**config.mk**
```make
export PLATFORM = sky130hd
export DESIGN_NAME = debug_module_abstract_commands
export DESIGN_NICKNAME = d
export VERILOG_FILES = /design/src/rtl/core/dmac_pkg.sv /design/src/rtl/core/dmac_step.sv /design/src/rtl/core/debug_module_abstract_commands.sv
export SDC_FILE = /design/constraint.sdc
export NUM_CORES = 2
export LEC_CHECK = 0
export BUFFER_PORTS_ARGS = -buffer_cell sky130_fd_sc_hd__buf_2
export CAP_MARGIN = 20
export CORE_ASPECT_RATIO = 1.75
export CORE_MARGIN = 8
export CORE_UTILIZATION = 50
export CTS_BUF_LIST = sky130_fd_sc_hd__clkbuf_2
export DETAILED_ROUTE_END_ITERATION = 10
export PLACE_DENSITY = 0.67
export SLEW_MARGIN = 20
export SYNTH_ARGS = -nofsm -noshare
export SYNTH_HDL_FRONTEND = slang
export SYNTH_SLANG_ARGS = --single-unit
export TNS_END_PERCENT = 10
```
**constraint.sdc**
```tcl
create_clock -name i_clk -period 12.15 [get_ports i_clk]
set_input_delay 2.43 -clock i_clk [delete_from_list [all_inputs] [get_ports i_clk]]
set_output_delay 2.43 -clock i_clk [all_outputs]
set_load 0.01 [all_outputs]
```
**src/rtl/core/dmac_pkg.sv**
```systemverilog
// ----------------------------------------------------------------------------
// dmac_pkg
// Shared types and constants of the debug module register file and the
// abstract-command engine.
// ----------------------------------------------------------------------------
package dmac_pkg;

    // One input beat: an optional register access plus the hart status masks and the port status.
    typedef struct packed {
        logic [1:0]  opcode;
        logic [6:0]  reg_addr;
        logic [31:0] write_data;
        logic [3:0]  halted_mask;
        logic [3:0]  available_mask;
        logic        port_req_ready;
        logic        port_resp_valid;
        logic        port_resp_error;
        logic [63:0] port_read_data;
    } t_in;

    // One result beat.
    typedef struct packed {
        logic [31:0] read_data;
        logic        port_req_valid;
        logic [4:0]  port_req_kind;
        logic [63:0] port_addr;
        logic [63:0] port_wdata;
        logic [2:0]  port_size;
        logic        port_resp_ready;
        logic [3:0]  hart_requests;
        logic        system_reset;
        logic [1:0]  hart_select;
    } t_out;

    // Executor phases.
    typedef enum logic [2:0] {
        PH_IDLE  = 3'd0,
        PH_INIT  = 3'd1,
        PH_REQ   = 3'd2,
        PH_RESP  = 3'd3,
        PH_WAITH = 3'd4
    } t_phase;

    // Access opcodes.
    localparam logic [1:0] OP_READ  = 2'd1;
    localparam logic [1:0] OP_WRITE = 2'd2;

    // Register addresses.
    localparam logic [6:0] A_DATA0        = 7'h04;
    localparam logic [6:0] A_DMCONTROL    = 7'h10;
    localparam logic [6:0] A_DMSTATUS     = 7'h11;
    localparam logic [6:0] A_HARTINFO     = 7'h12;
    localparam logic [6:0] A_ABSTRACTCS   = 7'h16;
    localparam logic [6:0] A_COMMAND      = 7'h17;
    localparam logic [6:0] A_ABSTRACTAUTO = 7'h18;
    localparam logic [2:0] A_PROGBUF_HI   = 3'h2;
    localparam logic [6:0] A_HALTSUM0     = 7'h40;

    // Command error codes.
    localparam logic [2:0] ERR_NONE       = 3'd0;
    localparam logic [2:0] ERR_BUSY       = 3'd1;
    localparam logic [2:0] ERR_EXCEPTION  = 3'd3;
    localparam logic [2:0] ERR_HALTRESUME = 3'd4;
    localparam logic [2:0] ERR_BUS        = 3'd5;

    // Command types.
    localparam logic [7:0] CT_REG   = 8'd0;
    localparam logic [7:0] CT_QUICK = 8'd1;
    localparam logic [7:0] CT_MEM   = 8'd2;

    // Control flag bit positions.
    localparam int F_HALTREQ   = 0;
    localparam int F_RESUMEREQ = 1;
    localparam int F_RESUMEACK = 2;
    localparam int F_HARTRESET = 3;
    localparam int F_RESETHALT = 4;
    localparam int F_NDMRESET  = 5;
    localparam int F_DMACTIVE  = 6;
    localparam int F_REQVALID  = 7;
    localparam int F_RESPREADY = 8;

    // Command kind bit positions.
    localparam int K_REG     = 0;
    localparam int K_QUICK   = 1;
    localparam int K_MEM     = 2;
    localparam int K_PROG    = 3;
    localparam int K_READ    = 4;
    localparam int K_WRITE   = 5;
    localparam int K_POSTINC = 6;
    localparam int K_VIRT    = 7;

endpackage

```
**src/rtl/core/dmac_step.sv**
```systemverilog
// ----------------------------------------------------------------------------
// dmac_step
// Next-state logic of one tick: register access decode, then one step of the
// abstract-command executor, which overrides same-tick register writes.
// ----------------------------------------------------------------------------
module dmac_step #(
    parameter int HART_COUNT    = 4,
    parameter int PROGBUF_WORDS = 8,
    parameter int PBW           = (PROGBUF_WORDS > 1) ? $clog2(PROGBUF_WORDS) : 1
) (
    input  dmac_pkg::t_in                  i_in,
    input  logic [3:0][31:0]               i_data,
    input  logic [PROGBUF_WORDS-1:0][31:0] i_pb,
    input  logic [31:0]                    i_cmd,
    input  dmac_pkg::t_phase               i_phase,
    input  logic [2:0]                     i_err,
    input  logic [3:0]                     i_aed,
    input  logic [PROGBUF_WORDS-1:0]       i_aep,
    input  logic [8:0]                     i_flags,
    input  logic [1:0]                     i_hsel,
    input  logic [7:0]                     i_kind,
    output logic [3:0][31:0]               o_data,
    output logic [PROGBUF_WORDS-1:0][31:0] o_pb,
    output logic [31:0]                    o_cmd,
    output dmac_pkg::t_phase               o_phase,
    output logic [2:0]                     o_err,
    output logic [3:0]                     o_aed,
    output logic [PROGBUF_WORDS-1:0]       o_aep,
    output logic [8:0]                     o_flags,
    output logic [1:0]                     o_hsel,
    output logic [7:0]                     o_kind,
    output logic                           o_req_load,
    output logic [63:0]                    o_req_addr,
    output logic [63:0]                    o_req_data,
    output logic [2:0]                     o_req_size,
    output logic [31:0]                    o_rd
);
    import dmac_pkg::*;

    // Status bit of one hart; harts beyond the count read as zero.
    function automatic logic hbit(input logic [3:0] m, input logic [1:0] h);
        return (32'(h) < HART_COUNT) ? m[h] : 1'b0;
    endfunction

    logic        busy;
    logic        acc;
    logic        wr;
    logic [31:0] wd;
    logic [1:0]  nh;
    logic [3:0]  t;
    logic        av;
    logic        ht;
    logic        na;
    logic        run;
    logic        hlt;
    logic        ack;
    logic        aexec;
    logic [7:0]  ctype;
    logic [1:0]  sz;
    logic [63:0] inc_addr;
    logic [3:0]  hmask;

    always_comb begin
        for (int h = 0; h < 4; h++) begin
            hmask[h] = (h < HART_COUNT);
        end
    end

    assign busy     = (i_phase != PH_IDLE);
    assign acc      = (i_in.opcode == OP_READ) || (i_in.opcode == OP_WRITE);
    assign wr       = (i_in.opcode == OP_WRITE);
    assign wd       = i_in.write_data;
    assign nh       = wd[17:16];
    assign t        = i_in.reg_addr[3:0];
    assign av       = hbit(i_in.available_mask, i_hsel);
    assign ht       = hbit(i_in.halted_mask, i_hsel);
    assign na       = !av;
    assign run      = !ht && av;
    assign hlt      = ht && av;
    assign ack      = i_flags[F_RESUMEACK];
    assign ctype    = i_cmd[31:24];
    assign sz       = i_cmd[21:20];
    assign inc_addr = {i_data[3], i_data[2]} + (64'd1 << sz);

    always_comb begin
        o_data     = i_data;
        o_pb       = i_pb;
        o_cmd      = i_cmd;
        o_phase    = i_phase;
        o_err      = i_err;
        o_aed      = i_aed;
        o_aep      = i_aep;
        o_flags    = i_flags;
        o_hsel     = i_hsel;
        o_kind     = i_kind;
        o_req_load = 1'b0;
        o_req_addr = 64'd0;
        o_req_data = 64'd0;
        o_req_size = 3'd0;
        o_rd       = 32'd0;
        aexec      = 1'b0;

        // Pending halt and resume requests retire on hart status.
        if (i_flags[F_HALTREQ] && ht) begin
            o_flags[F_HALTREQ] = 1'b0;
        end
        if (i_flags[F_RESUMEREQ] && !ht) begin
            o_flags[F_RESUMEREQ] = 1'b0;
            o_flags[F_RESUMEACK] = 1'b1;
        end

        // Register access.
        if (acc) begin
            if (i_in.reg_addr[6:2] == A_DATA0[6:2]) begin
                o_rd = i_data[i_in.reg_addr[1:0]];
                if (wr) begin
                    o_data[i_in.reg_addr[1:0]] = wd;
                end
                aexec = i_aed[i_in.reg_addr[1:0]];
            end else if (i_in.reg_addr == A_DMCONTROL) begin
                o_rd = {2'b0, i_flags[F_HARTRESET], 11'b0, i_hsel, 14'b0,
                        i_flags[F_NDMRESET], i_flags[F_DMACTIVE]};
                if (wr) begin
                    if (wd[31]) begin
                        if (hbit(i_in.halted_mask, nh)) begin
                            o_err = ERR_HALTRESUME;
                        end else begin
                            o_flags[F_HALTREQ] = 1'b1;
                        end
                    end else if (wd[30]) begin
                        if (hbit(i_in.halted_mask, nh)) begin
                            o_flags[F_RESUMEREQ] = 1'b1;
                            o_flags[F_RESUMEACK] = 1'b0;
                        end else begin
                            o_err = ERR_HALTRESUME;
                        end
                    end
                    o_flags[F_HARTRESET] = wd[29];
                    o_hsel = nh;
                    if (wd[3]) begin
                        o_flags[F_RESETHALT] = 1'b1;
                    end else if (wd[2]) begin
                        o_flags[F_RESETHALT] = 1'b0;
                    end
                    o_flags[F_NDMRESET] = wd[1];
                    o_flags[F_DMACTIVE] = wd[0];
                end
            end else if (i_in.reg_addr == A_DMSTATUS) begin
                o_rd = {14'b0, ack, ack, na, na, na, na, run, run, hlt, hlt,
                        1'b1, 1'b0, 1'b1, 3'b0, 2'b10};
            end else if (i_in.reg_addr == A_HARTINFO) begin
                o_rd = av ? (32'h2 << 20) : 32'd0;
            end else if (i_in.reg_addr == A_ABSTRACTCS) begin
                o_rd = {3'b0, 5'(PROGBUF_WORDS), 11'b0, busy, 1'b0, i_err, 8'h04};
                if (wr && (wd[10:8] != 3'd0)) begin
                    o_err = ERR_NONE;
                end
            end else if (i_in.reg_addr == A_COMMAND) begin
                if (wr && (i_err == ERR_NONE)) begin
                    if (busy) begin
                        o_err = ERR_BUSY;
                    end else begin
                        o_cmd   = wd;
                        o_phase = PH_INIT;
                    end
                end
            end else if (i_in.reg_addr == A_ABSTRACTAUTO) begin
                o_rd = 32'({12'b0, i_aed}) | (32'(i_aep) << 16);
                if (wr) begin
                    o_aed = wd[3:0];
                    o_aep = wd[16 +: PROGBUF_WORDS];
                end
            end else if (i_in.reg_addr[6:4] == A_PROGBUF_HI) begin
                if (32'(t) < PROGBUF_WORDS) begin
                    o_rd = i_pb[t[PBW-1:0]];
                    if (wr) begin
                        o_pb[t[PBW-1:0]] = wd;
                    end
                    aexec = i_aep[t[PBW-1:0]];
                end
            end else if (i_in.reg_addr == A_HALTSUM0) begin
                o_rd = {28'b0, i_in.halted_mask & hmask};
            end
        end

        // Autoexec starts the stored command again.
        if (aexec && (i_err == ERR_NONE)) begin
            if (busy) begin
                o_err = ERR_BUSY;
            end else begin
                o_phase = PH_INIT;
            end
        end

        // One executor step; its writes win over the access above.
        case (i_phase)
            PH_IDLE: begin
                o_kind = 8'd0;
                o_flags[F_REQVALID]  = 1'b0;
                o_flags[F_RESPREADY] = 1'b0;
            end
            PH_INIT: begin
                o_kind[K_POSTINC] = i_cmd[19];
                if (ctype == CT_REG) begin
                    if (i_cmd[17]) begin
                        o_phase = PH_REQ;
                        o_kind[K_REG]   = 1'b1;
                        o_kind[K_WRITE] = i_cmd[16];
                        o_kind[K_READ]  = !i_cmd[16];
                        o_flags[F_REQVALID] = 1'b1;
                        o_req_load = 1'b1;
                        o_req_addr = {48'd0, i_cmd[15:0]};
                        o_req_data = {i_data[1], i_data[0]};
                        o_req_size = i_cmd[22:20];
                    end else if (i_cmd[18]) begin
                        o_phase = PH_REQ;
                        o_flags[F_REQVALID] = 1'b1;
                        o_kind[K_PROG] = 1'b1;
                    end else begin
                        o_phase = PH_IDLE;
                    end
                end else if (ctype == CT_QUICK) begin
                    if (ht) begin
                        o_err   = ERR_HALTRESUME;
                        o_phase = PH_IDLE;
                    end else begin
                        o_flags[F_HALTREQ] = 1'b1;
                        o_kind[K_QUICK] = 1'b1;
                        o_phase = PH_WAITH;
                    end
                end else if (ctype == CT_MEM) begin
                    o_phase = PH_REQ;
                    o_kind[K_MEM]   = 1'b1;
                    o_kind[K_WRITE] = i_cmd[16];
                    o_kind[K_READ]  = !i_cmd[16];
                    o_kind[K_VIRT]  = i_cmd[23];
                    o_flags[F_REQVALID] = 1'b1;
                    o_req_load = 1'b1;
                    o_req_addr = {i_data[3], i_data[2]};
                    o_req_data = {i_data[1], i_data[0]};
                    o_req_size = i_cmd[22:20];
                end else begin
                    o_phase = PH_IDLE;
                end
            end
            PH_REQ: begin
                if (i_in.port_req_ready) begin
                    o_phase = PH_RESP;
                    o_flags[F_REQVALID]  = 1'b0;
                    o_flags[F_RESPREADY] = 1'b1;
                end
            end
            PH_RESP: begin
                if (i_in.port_resp_valid) begin
                    o_flags[F_RESPREADY] = 1'b0;
                    // Read data lands in data0/data1 by size; wide codes leave them.
                    if (i_kind[K_READ] && !i_cmd[22]) begin
                        case (sz)
                            2'd0: o_data[0] = {24'd0, i_in.port_read_data[7:0]};
                            2'd1: o_data[0] = {16'd0, i_in.port_read_data[15:0]};
                            default: o_data[0] = i_in.port_read_data[31:0];
                        endcase
                        o_data[1] = (sz == 2'd3) ? i_in.port_read_data[63:32] : 32'd0;
                    end
                    if (i_kind[K_POSTINC]) begin
                        o_kind[K_POSTINC] = 1'b0;
                        if (ctype == CT_REG) begin
                            o_cmd = {i_cmd[31:16], i_cmd[15:0] + 16'd1};
                        end else if ((ctype == CT_MEM) && !i_cmd[22]) begin
                            o_data[2] = inc_addr[31:0];
                            o_data[3] = inc_addr[63:32];
                        end
                    end
                    if (i_in.port_resp_error) begin
                        o_phase = PH_IDLE;
                        o_err   = i_kind[K_MEM] ? ERR_BUS : ERR_EXCEPTION;
                    end else if (i_kind[K_REG] && i_cmd[18]) begin
                        o_flags[F_REQVALID] = 1'b1;
                        o_kind[K_PROG]  = 1'b1;
                        o_kind[K_REG]   = 1'b0;
                        o_kind[K_WRITE] = 1'b0;
                        o_kind[K_READ]  = 1'b0;
                        o_phase = PH_REQ;
                    end else begin
                        o_phase = PH_IDLE;
                    end
                    if (i_kind[K_QUICK]) begin
                        o_flags[F_RESUMEREQ] = 1'b1;
                        o_flags[F_RESUMEACK] = 1'b0;
                    end
                end
            end
            PH_WAITH: begin
                if (ht) begin
                    o_phase = PH_REQ;
                    o_flags[F_REQVALID] = 1'b1;
                    o_kind[K_PROG] = 1'b1;
                end
            end
            default: begin
            end
        endcase
    end

endmodule

```
**src/rtl/core/debug_module_abstract_commands.sv**
```systemverilog
// ----------------------------------------------------------------------------
// debug_module_abstract_commands
// Debug module register file with abstract-command engine, one tick per beat.
// ----------------------------------------------------------------------------
// Usage: each input beat on i_in (valid/ready) is one tick of the module. It
// may carry a debug register read or write and always carries the hart
// status masks and the debug port handshake. Each beat yields exactly one
// result beat on o_out: the register read value plus the port request, hart
// requests, system reset and hart select as they stood at the start of the
// tick.
// The result is registered at the edge that accepts the beat. A new beat is
// accepted every cycle while the receiver does not stall; the single output
// register lets the next beat in while a result is being taken in the same cycle.
// Throughput is one beat per cycle, set by the state update, which is one
// pass of decode and executor logic into the state registers.
// When the receiver stalls, the result holds and the input is not accepted.
// Reset clears the state registers, leaves the executor idle and drops o_out_valid.
// ----------------------------------------------------------------------------
module debug_module_abstract_commands #(
    parameter int HART_COUNT    = 4,
    parameter int PROGBUF_WORDS = 8
) (
    input  logic           i_clk,
    input  logic           i_rst_n,
    input  logic           i_in_valid,
    output logic           o_in_ready,
    input  dmac_pkg::t_in  i_in,
    output logic           o_out_valid,
    input  logic           i_out_ready,
    output dmac_pkg::t_out o_out
);
    import dmac_pkg::*;

    logic [3:0][31:0]               r_data,  n_data;
    logic [PROGBUF_WORDS-1:0][31:0] r_pb,    n_pb;
    logic [31:0]                    r_cmd,   n_cmd;
    t_phase                         r_phase, n_phase;
    logic [2:0]                     r_err,   n_err;
    logic [3:0]                     r_aed,   n_aed;
    logic [PROGBUF_WORDS-1:0]       r_aep,   n_aep;
    logic [8:0]                     r_flags, n_flags;
    logic [1:0]                     r_hsel,  n_hsel;
    logic [7:0]                     r_kind,  n_kind;
    logic [63:0]                    r_raddr, n_raddr;
    logic [63:0]                    r_rdata, n_rdata;
    logic [2:0]                     r_rsize, n_rsize;
    logic                           req_load;
    logic [31:0]                    rd;
    logic                           r_out_valid;
    t_out                           r_out;
    logic                           acc;

    assign o_in_ready  = !r_out_valid || i_out_ready;
    assign acc         = i_in_valid && o_in_ready;
    assign o_out_valid = r_out_valid;
    assign o_out       = r_out;

    // Next state of one tick.
    dmac_step #(
        .HART_COUNT    (HART_COUNT),
        .PROGBUF_WORDS (PROGBUF_WORDS)
    ) u_step (
        .i_in       (i_in),
        .i_data     (r_data),
        .i_pb       (r_pb),
        .i_cmd      (r_cmd),
        .i_phase    (r_phase),
        .i_err      (r_err),
        .i_aed      (r_aed),
        .i_aep      (r_aep),
        .i_flags    (r_flags),
        .i_hsel     (r_hsel),
        .i_kind     (r_kind),
        .o_data     (n_data),
        .o_pb       (n_pb),
        .o_cmd      (n_cmd),
        .o_phase    (n_phase),
        .o_err      (n_err),
        .o_aed      (n_aed),
        .o_aep      (n_aep),
        .o_flags    (n_flags),
        .o_hsel     (n_hsel),
        .o_kind     (n_kind),
        .o_req_load (req_load),
        .o_req_addr (n_raddr),
        .o_req_data (n_rdata),
        .o_req_size (n_rsize),
        .o_rd       (rd)
    );

    // State registers advance once per accepted beat.
    always_ff @(posedge i_clk) begin
        if (!i_rst_n) begin
            r_data  <= '0;
            r_pb    <= '0;
            r_cmd   <= '0;
            r_phase <= PH_IDLE;
            r_err   <= ERR_NONE;
            r_aed   <= '0;
            r_aep   <= '0;
            r_flags <= '0;
            r_hsel  <= '0;
            r_kind  <= '0;
            r_raddr <= '0;
            r_rdata <= '0;
            r_rsize <= '0;
        end else if (acc) begin
            r_data  <= n_data;
            r_pb    <= n_pb;
            r_cmd   <= n_cmd;
            r_phase <= n_phase;
            r_err   <= n_err;
            r_aed   <= n_aed;
            r_aep   <= n_aep;
            r_flags <= n_flags;
            r_hsel  <= n_hsel;
            r_kind  <= n_kind;
            if (req_load) begin
                r_raddr <= n_raddr;
                r_rdata <= n_rdata;
                r_rsize <= n_rsize;
            end
        end
    end

    // Result register: outputs reflect the state at the start of the tick.
    always_ff @(posedge i_clk) begin
        if (!i_rst_n) begin
            r_out_valid <= 1'b0;
        end else if (acc) begin
            r_out_valid <= 1'b1;
        end else if (i_out_ready) begin
            r_out_valid <= 1'b0;
        end
    end

    always_ff @(posedge i_clk) begin
        if (acc) begin
            r_out.read_data       <= rd;
            r_out.port_req_valid  <= r_flags[F_REQVALID];
            r_out.port_req_kind   <= {r_kind[K_PROG], r_kind[K_VIRT], r_kind[K_MEM],
                                      r_kind[K_REG], r_kind[K_WRITE]};
            r_out.port_addr       <= r_raddr;
            r_out.port_wdata      <= r_rdata;
            r_out.port_size       <= r_rsize;
            r_out.port_resp_ready <= r_flags[F_RESPREADY];
            r_out.hart_requests   <= {r_flags[F_HARTRESET], r_flags[F_RESETHALT],
                                      r_flags[F_RESUMEREQ], r_flags[F_HALTREQ]};
            r_out.system_reset    <= r_flags[F_NDMRESET];
            r_out.hart_select     <= r_hsel;
        end
    end

    // An accepted beat always produces a result beat.
    a_accept_result: assert property (@(posedge i_clk) disable iff (!i_rst_n)
        acc |=> r_out_valid)
        else $error("accepted beat produced no result");

    // A stalled result keeps its value.
    a_hold_result: assert property (@(posedge i_clk) disable iff (!i_rst_n)
        (r_out_valid && !i_out_ready) |=> $stable(r_out))
        else $error("stalled result changed");

    // An idle tick clears the command kind.
    a_idle_kind: assert property (@(posedge i_clk) disable iff (!i_rst_n)
        (acc && (r_phase == PH_IDLE)) |=> (r_kind == 8'd0))
        else $error("command kind not cleared in idle");

    // A port request is only pending in the request phase.
    a_req_phase: assert property (@(posedge i_clk) disable iff (!i_rst_n)
        r_flags[F_REQVALID] |-> (r_phase == PH_REQ))
        else $error("port request pending outside request phase");

endmodule

```
Yosys cells after proc, flatten, opt, wreduce, memory -nomap -nowiden
Cells that the tools add are included.
{ "word_totals": {"reg_bits": 762, "in_bits": 120, "out_inout_bits": 179, "word_cells": 338} }
{ "op_classes": {"addsub": 2, "n_lt_le_gt_ge": 7, "n_eq_ne": 38, "n_shift": 1, "mux": 191, "n_bitwise": 8, "n_reduce_logical": 47} }
{ "ops": {"columns": ["operator", "count"], "rows": [
  ["two-way mux 32 bit", 27],
  ["two-way mux 64 bit", 13],
  ["two-way mux 128 bit", 5],
  ["bitwise mux 256 bit", 1],
  ["two-way mux 3 bit", 53],
  ["bitwise mux 128 bit", 1],
  ["binary-select mux 32 bit (select 3 bit)", 1],
  ["demux 32 bit (select 3 bit)", 1],
  ["adder 64 bit", 1],
  ["binary-select mux 32 bit (select 2 bit)", 1],
  ["demux 32 bit (select 2 bit)", 1],
  ["one-hot mux 32 bit (2 select lines)", 1],
  ["left shift 1 x 2 -> 64 bit (first input constant)", 1],
  ["two-way mux 1 bit", 51],
  ["equality test 7 x 5 -> 1 bit (second input constant)", 6],
  ["two-way mux 2 bit", 17],
  ["OR 4 x 24 -> 24 bit", 1],
  ["two-way mux 22 bit", 1],
  ["AND reduction 10 bit", 2],
  ["!= test 2 bit (second input constant)", 9],
  ["adder 16 x 1 -> 16 bit (second input constant)", 1],
  ["two-way mux 16 bit", 1],
  ["AND reduction 5 bit", 3],
  ["logical AND 1 bit", 13],
  ["other kinds (48)", 82]
]} }

Longest topological paths before layout
{ "logic_depth": {"ltp_word": 18, "ltp_mapped": 12, "mapped_depth_nobuf": 10} }

Hierarchy
A second synthesis with hierarchy kept.
{ "hier_totals": {"hier_cells": 4519, "area_unflattened_um2": 41747.5} }
{ "modules_own_cells": {"columns": ["module", "n_inst", "cells_per_inst", "area_per_inst_um2", "seq_area_each_um2"], "rows": [
  ["debug_module_abstract_commands", 1, 2715, 28228.3, 17026.3],
  ["dmac_step", 1, 1804, 13519.2, 0.0]
]} }

Worst setup path before layout
OpenSTA, ideal clock, no wires.
{ "synth_timing": {"kind": "input-to-reg", "from": "input i_out_ready", "to": "register r_out (netlist bit o_out[0]), enable pin", "setup_time_ps": 609, "arrival_ps": 8457, "t_required_ps": 11541, "slack_ps": 3083, "stages": 7, "n_path_buf": 3, "path_cell_list": "nor2b_1 inv_1 nand2_1 clkinv_1 clkbuf_1 clkbuf_1 buf_1"} }
{ "synth_between": {"elab_chain_len": 2} }
{ "synth_rtl": {"columns": ["element", "line_no", "rtl"], "rows": [
  ["start, declared", "debug_module_abstract_commands.sv:29", "input logic i_out_ready,"],
  ["logical OR 1 bit", "debug_module_abstract_commands.sv:53", "assign o_in_ready = !r_out_valid || i_out_ready;"],
  ["via o_in_ready", "debug_module_abstract_commands.sv:26", "output logic o_in_ready,"],
  ["logical AND 1 bit", "debug_module_abstract_commands.sv:54", "assign acc = i_in_valid && o_in_ready;"],
  ["via acc", "debug_module_abstract_commands.sv:51", "logic acc;"],
  ["end, declared", "debug_module_abstract_commands.sv:50", "t_out r_out;"]
]} }
The timed path passes the listed nets, and every way through them passes these cells.
A chain may end at the register's enable or synchronous reset.

Worst setup path in the final report
{ "layout_timing": {"from": "input i_out_ready", "to": "output o_in_ready"} }
{ "layout_between": {"elab_chain_len": 1} }
{ "layout_rtl": {"columns": ["element", "line_no"], "rows": [
  ["logical OR 1 bit", "debug_module_abstract_commands.sv:53"],
  ["end, declared", "debug_module_abstract_commands.sv:26"]
]} }
No other way between the ends.

==> summary.md <==
| Metric | Value |
|---|---|
| GRT met1 Usage | 37.9% |
| Sequential power share | 58.0% |
| Most frequent cells in the layout | nand2_1, dfxtp_1, a21oi_1 |
| Post-CTS resize count | 0 |
| Outcome | finished, final reports clean |
| Setup TNS | 0 ps |
| Fin crit share | 45.0% |
| Initial antenna violation count | 10 |
| Setup bufs post-CTS | 0 |
| Worst-margin pin slew | 1170 ps |
| Net Sw Frac | 27.7% |
| Synth Area in Adders | 0.325% |
| CP max FO | 4 |
| Pwr Density | 124 nW/µm² |
| Post-synth top flop | dfxtp_1 |
| Leakage | 12.8 nW |
| Port Buf Inserts | 298 |
| Total gr overflow | 0 |
| Nets | 3967 |
| Drt drc | 0 |
| Share of layout cells above drive strength 1 | 19.5% |
| CTS sink cnt | 762 |
| Min-Delay Path Class | flip-flop to flip-flop |
| Crit Path Category | primary input to primary output |
| Mapped Area | 33100 µm² |
| Core Region | 66000 µm² |
| Die W | 211 µm |
| Mapped Cells | 3634 |
| Global-route track usage on met3 | 7.63% |
| #FFs+latches synth | 762 |
| Internal power | 3.29 mW |
| Antenna Violating Nets Remaining | 0 |
| Num CTS Buffers | 165 |
| Final Slew Violations | 0 |
| Via/cell ratio | 6.31 |
| Final setup viols | 0 |
| GRT met2 Usage | 55.0% |
| Yosys warnings | 0 |
| TritonRoute pass-1 iters | 7 |
| Register area share after synthesis | 51.4% |
| Final hold vios | 0 |
| Clock power frac | 35.9% |
| Synth Area in XOR/XNOR | 0.185% |
| Clk_lat worst skew | 1320 ps |
| Most common cell after layout, fill and taps aside | nand2_1 |
| CTS tree | yes |
| Syn nets | 3762 |
| Row Count | 125 |
| Total number of vias | 30700 |
| Element type at the critical path start | primary input |
| Worst rel slew slack | 21.7% |
| Post-synthesis simple-gate area fraction | 19.3% |
| Pin count of the biggest net entering global routing | 234 |
| Die Span Y | 356 µm |
| Initial Utilization | 50.2% |
| GRT Total Usage | 34.0% |
| Wire length per cell | 27.0 µm |
| CTS root buf | clkbuf_2 |
| Detailed Place HPWL | 88.6 mm |
| Worst EP arrival | 3040 ps |
| DRT iter0 DRCs | 3458 |
| MaxCap Viol Count | 0 |
| Post-Route WL | 131 mm |
| Multiplexer share of the synthesized area | 7.92% |
| Hold buffers post-CTS | 0 |
| Net Sw Power | 1.26 mW |
| Critical path required time | 9720 ps |
| Crit path time final | 5470 ps |
| Synth-to-Final Area Change | 10.3% |
| I/O pins | 299 |
| Hold slack | 411 ps |
| Maximum clock rate | 0.183 GHz |
| Clock skew | 106 ps |
| RSZ-0062 raised after global routing | no |
| Synth unique cells | 90 |
| Asr flop ratio synth | 0% |
| Number of global-route vias before repair | 28700 |
| Die area | 75000 µm² |
| First-pass GRT wire length | 189 mm |
| Peak VDD IR | 0.0704 mV |
| H-tree depth | 4 |
| GP Congestion | 1.06 |
| Combinational Power Share | 6.1% |
| Clock buffer depth | 3 |
| Post-synthesis compound-gate area fraction | 16.7% |
| Main combinational cell family by area after synthesis | simple AND/OR/NAND/NOR gates |
| Crit end category | primary output |
| Avg Cell Area, Syn | 9.11 µm² |
| Clk slew on worst S/H paths | 110 ps |
| Most Used Layer, Global Route | met2 |
| Post-synth EDFFs | 177 |
-- synthesized netlist by cell type, types with 5 or more instances --
cell type / instances / share of area, %
nand4_1: 34 / 0.64
nand2b_1: 9 / 0.17
o211ai_1: 6 / 0.14
nor4_1: 12 / 0.23
o31ai_1: 13 / 0.29
nor2_1: 229 / 2.6
and3_1: 24 / 0.45
nand2_1: 932 / 11
a221oi_1: 24 / 0.63
inv_1: 32 / 0.36
a311oi_1: 26 / 0.69
a31oi_1: 13 / 0.25
o221ai_1: 9 / 0.24
nor3_1: 73 / 1.1
a22o_1: 41 / 1.1
and4_1: 13 / 0.34
a21o_1: 13 / 0.29
clkbuf_1: 241 / 2.7
dfxtp_1: 585 / 35
or4_1: 6 / 0.14
mux2_2: 6 / 0.20
edfxtp_1: 177 / 16
o22ai_1: 33 / 0.62
ha_1: 7 / 0.26
nor3b_1: 5 / 0.11
o21a_1: 7 / 0.16
o21ai_0: 73 / 1.1
nor2b_1: 11 / 0.21
a22oi_1: 102 / 2.3
a211oi_1: 20 / 0.45
or2_2: 6 / 0.11
and2_1: 14 / 0.26
or3_1: 9 / 0.17
o2111ai_1: 5 / 0.13
a21oi_1: 466 / 7.0
mux2i_1: 28 / 0.85
buf_2: 43 / 0.65
buf_1: 18 / 0.20
mux4_2: 101 / 6.9
nand3_1: 77 / 1.2
-- metal layers --
metal	part of all wire (%)	routed length [µm]
met1	34	45000
met2	47	61300
met3	9.6	12600
met4	9.5	12500
met5	0.021	27
-- power by group through the flow --
stage / Sequential [mW] / Clock [mW] / Combinational (mW)
4_1_cts: 2.63 / 1.65 / 0.272
3_5_place_dp: 2.69 / 0 / 0.272
5_1_grt: 2.64 / 1.77 / 0.288
3_3_place_gp: 2.69 / 0 / 0.272
6_report: 2.63 / 1.63 / 0.279
2_1_floorplan: 2.71 / 0 / 0.123
-- final cells by class --
type                            instances  area (µm²)
Inverter                               35         146
Fill cell                            6323       29500
Sequential cell                       762       17000
Clock buffer                          246        1230
Multi-Input combinational cell       2529       14800
Antenna cell                           10        25.0
Timing Repair Buffer                  346        1870
Clock inverter                         45         283
Tap cell                              889        1110
-- sequential cells by signal, summed over array words and instances, names as in the netlist --
signal	count
r_rsize	3
r_cmd	32
r_hsel	2
o_out_valid	1
o_out	177
r_flags	9
r_raddr	64
r_aed	4
r_err	3
r_pb	256
r_data	128
r_aep	8
r_phase	3
r_rdata	64
r_kind	8
-- cells by family after synthesis --
family | Yosys count
AO/OA/AOI/OAI | 895
XOR/XNOR | 7
adder cells (fa/ha/maj) | 8
buffers and inverters | 343
flip-flops | 762
multiplexers | 135
AND/OR/NAND/NOR | 1484
-- worst paths after layout --
path / startpoint / endpoint / slack [ps] / cells past startpoint
worst min-delay path: r_rdata[60] / o_out[71] / 410 / 0
worst min register to register: r_rdata[60] / o_out[71] / 410 / 0
worst max-delay path: i_out_ready / o_in_ready / 6680 / 4
worst max register to register: r_cmd[20] / r_data[122] / 8390 / 10
-- worst max-delay path, stage by stage --
cell	delay, ps
buf_2	90
nor2b_1	220
inv_1	130
buf_2	160
-- per-stage QoR --
stage               instance area (µm²)  total power [mW]  worst slack, ps  utilization [%]  std cells
detailed placement                35000              2.96             6300             53.0       4561
global placement                  35000              2.96             6340             53.0       4561
floorplan                         33100              2.83             3080                -       3634
finish                            36500              4.55             6680             55.3       4862
global route                      36500              4.70             6640             55.3       4855
CTS                               36500              4.56             6700             55.3       4852
No activity file was read; power rests on OpenSTA's default activity.
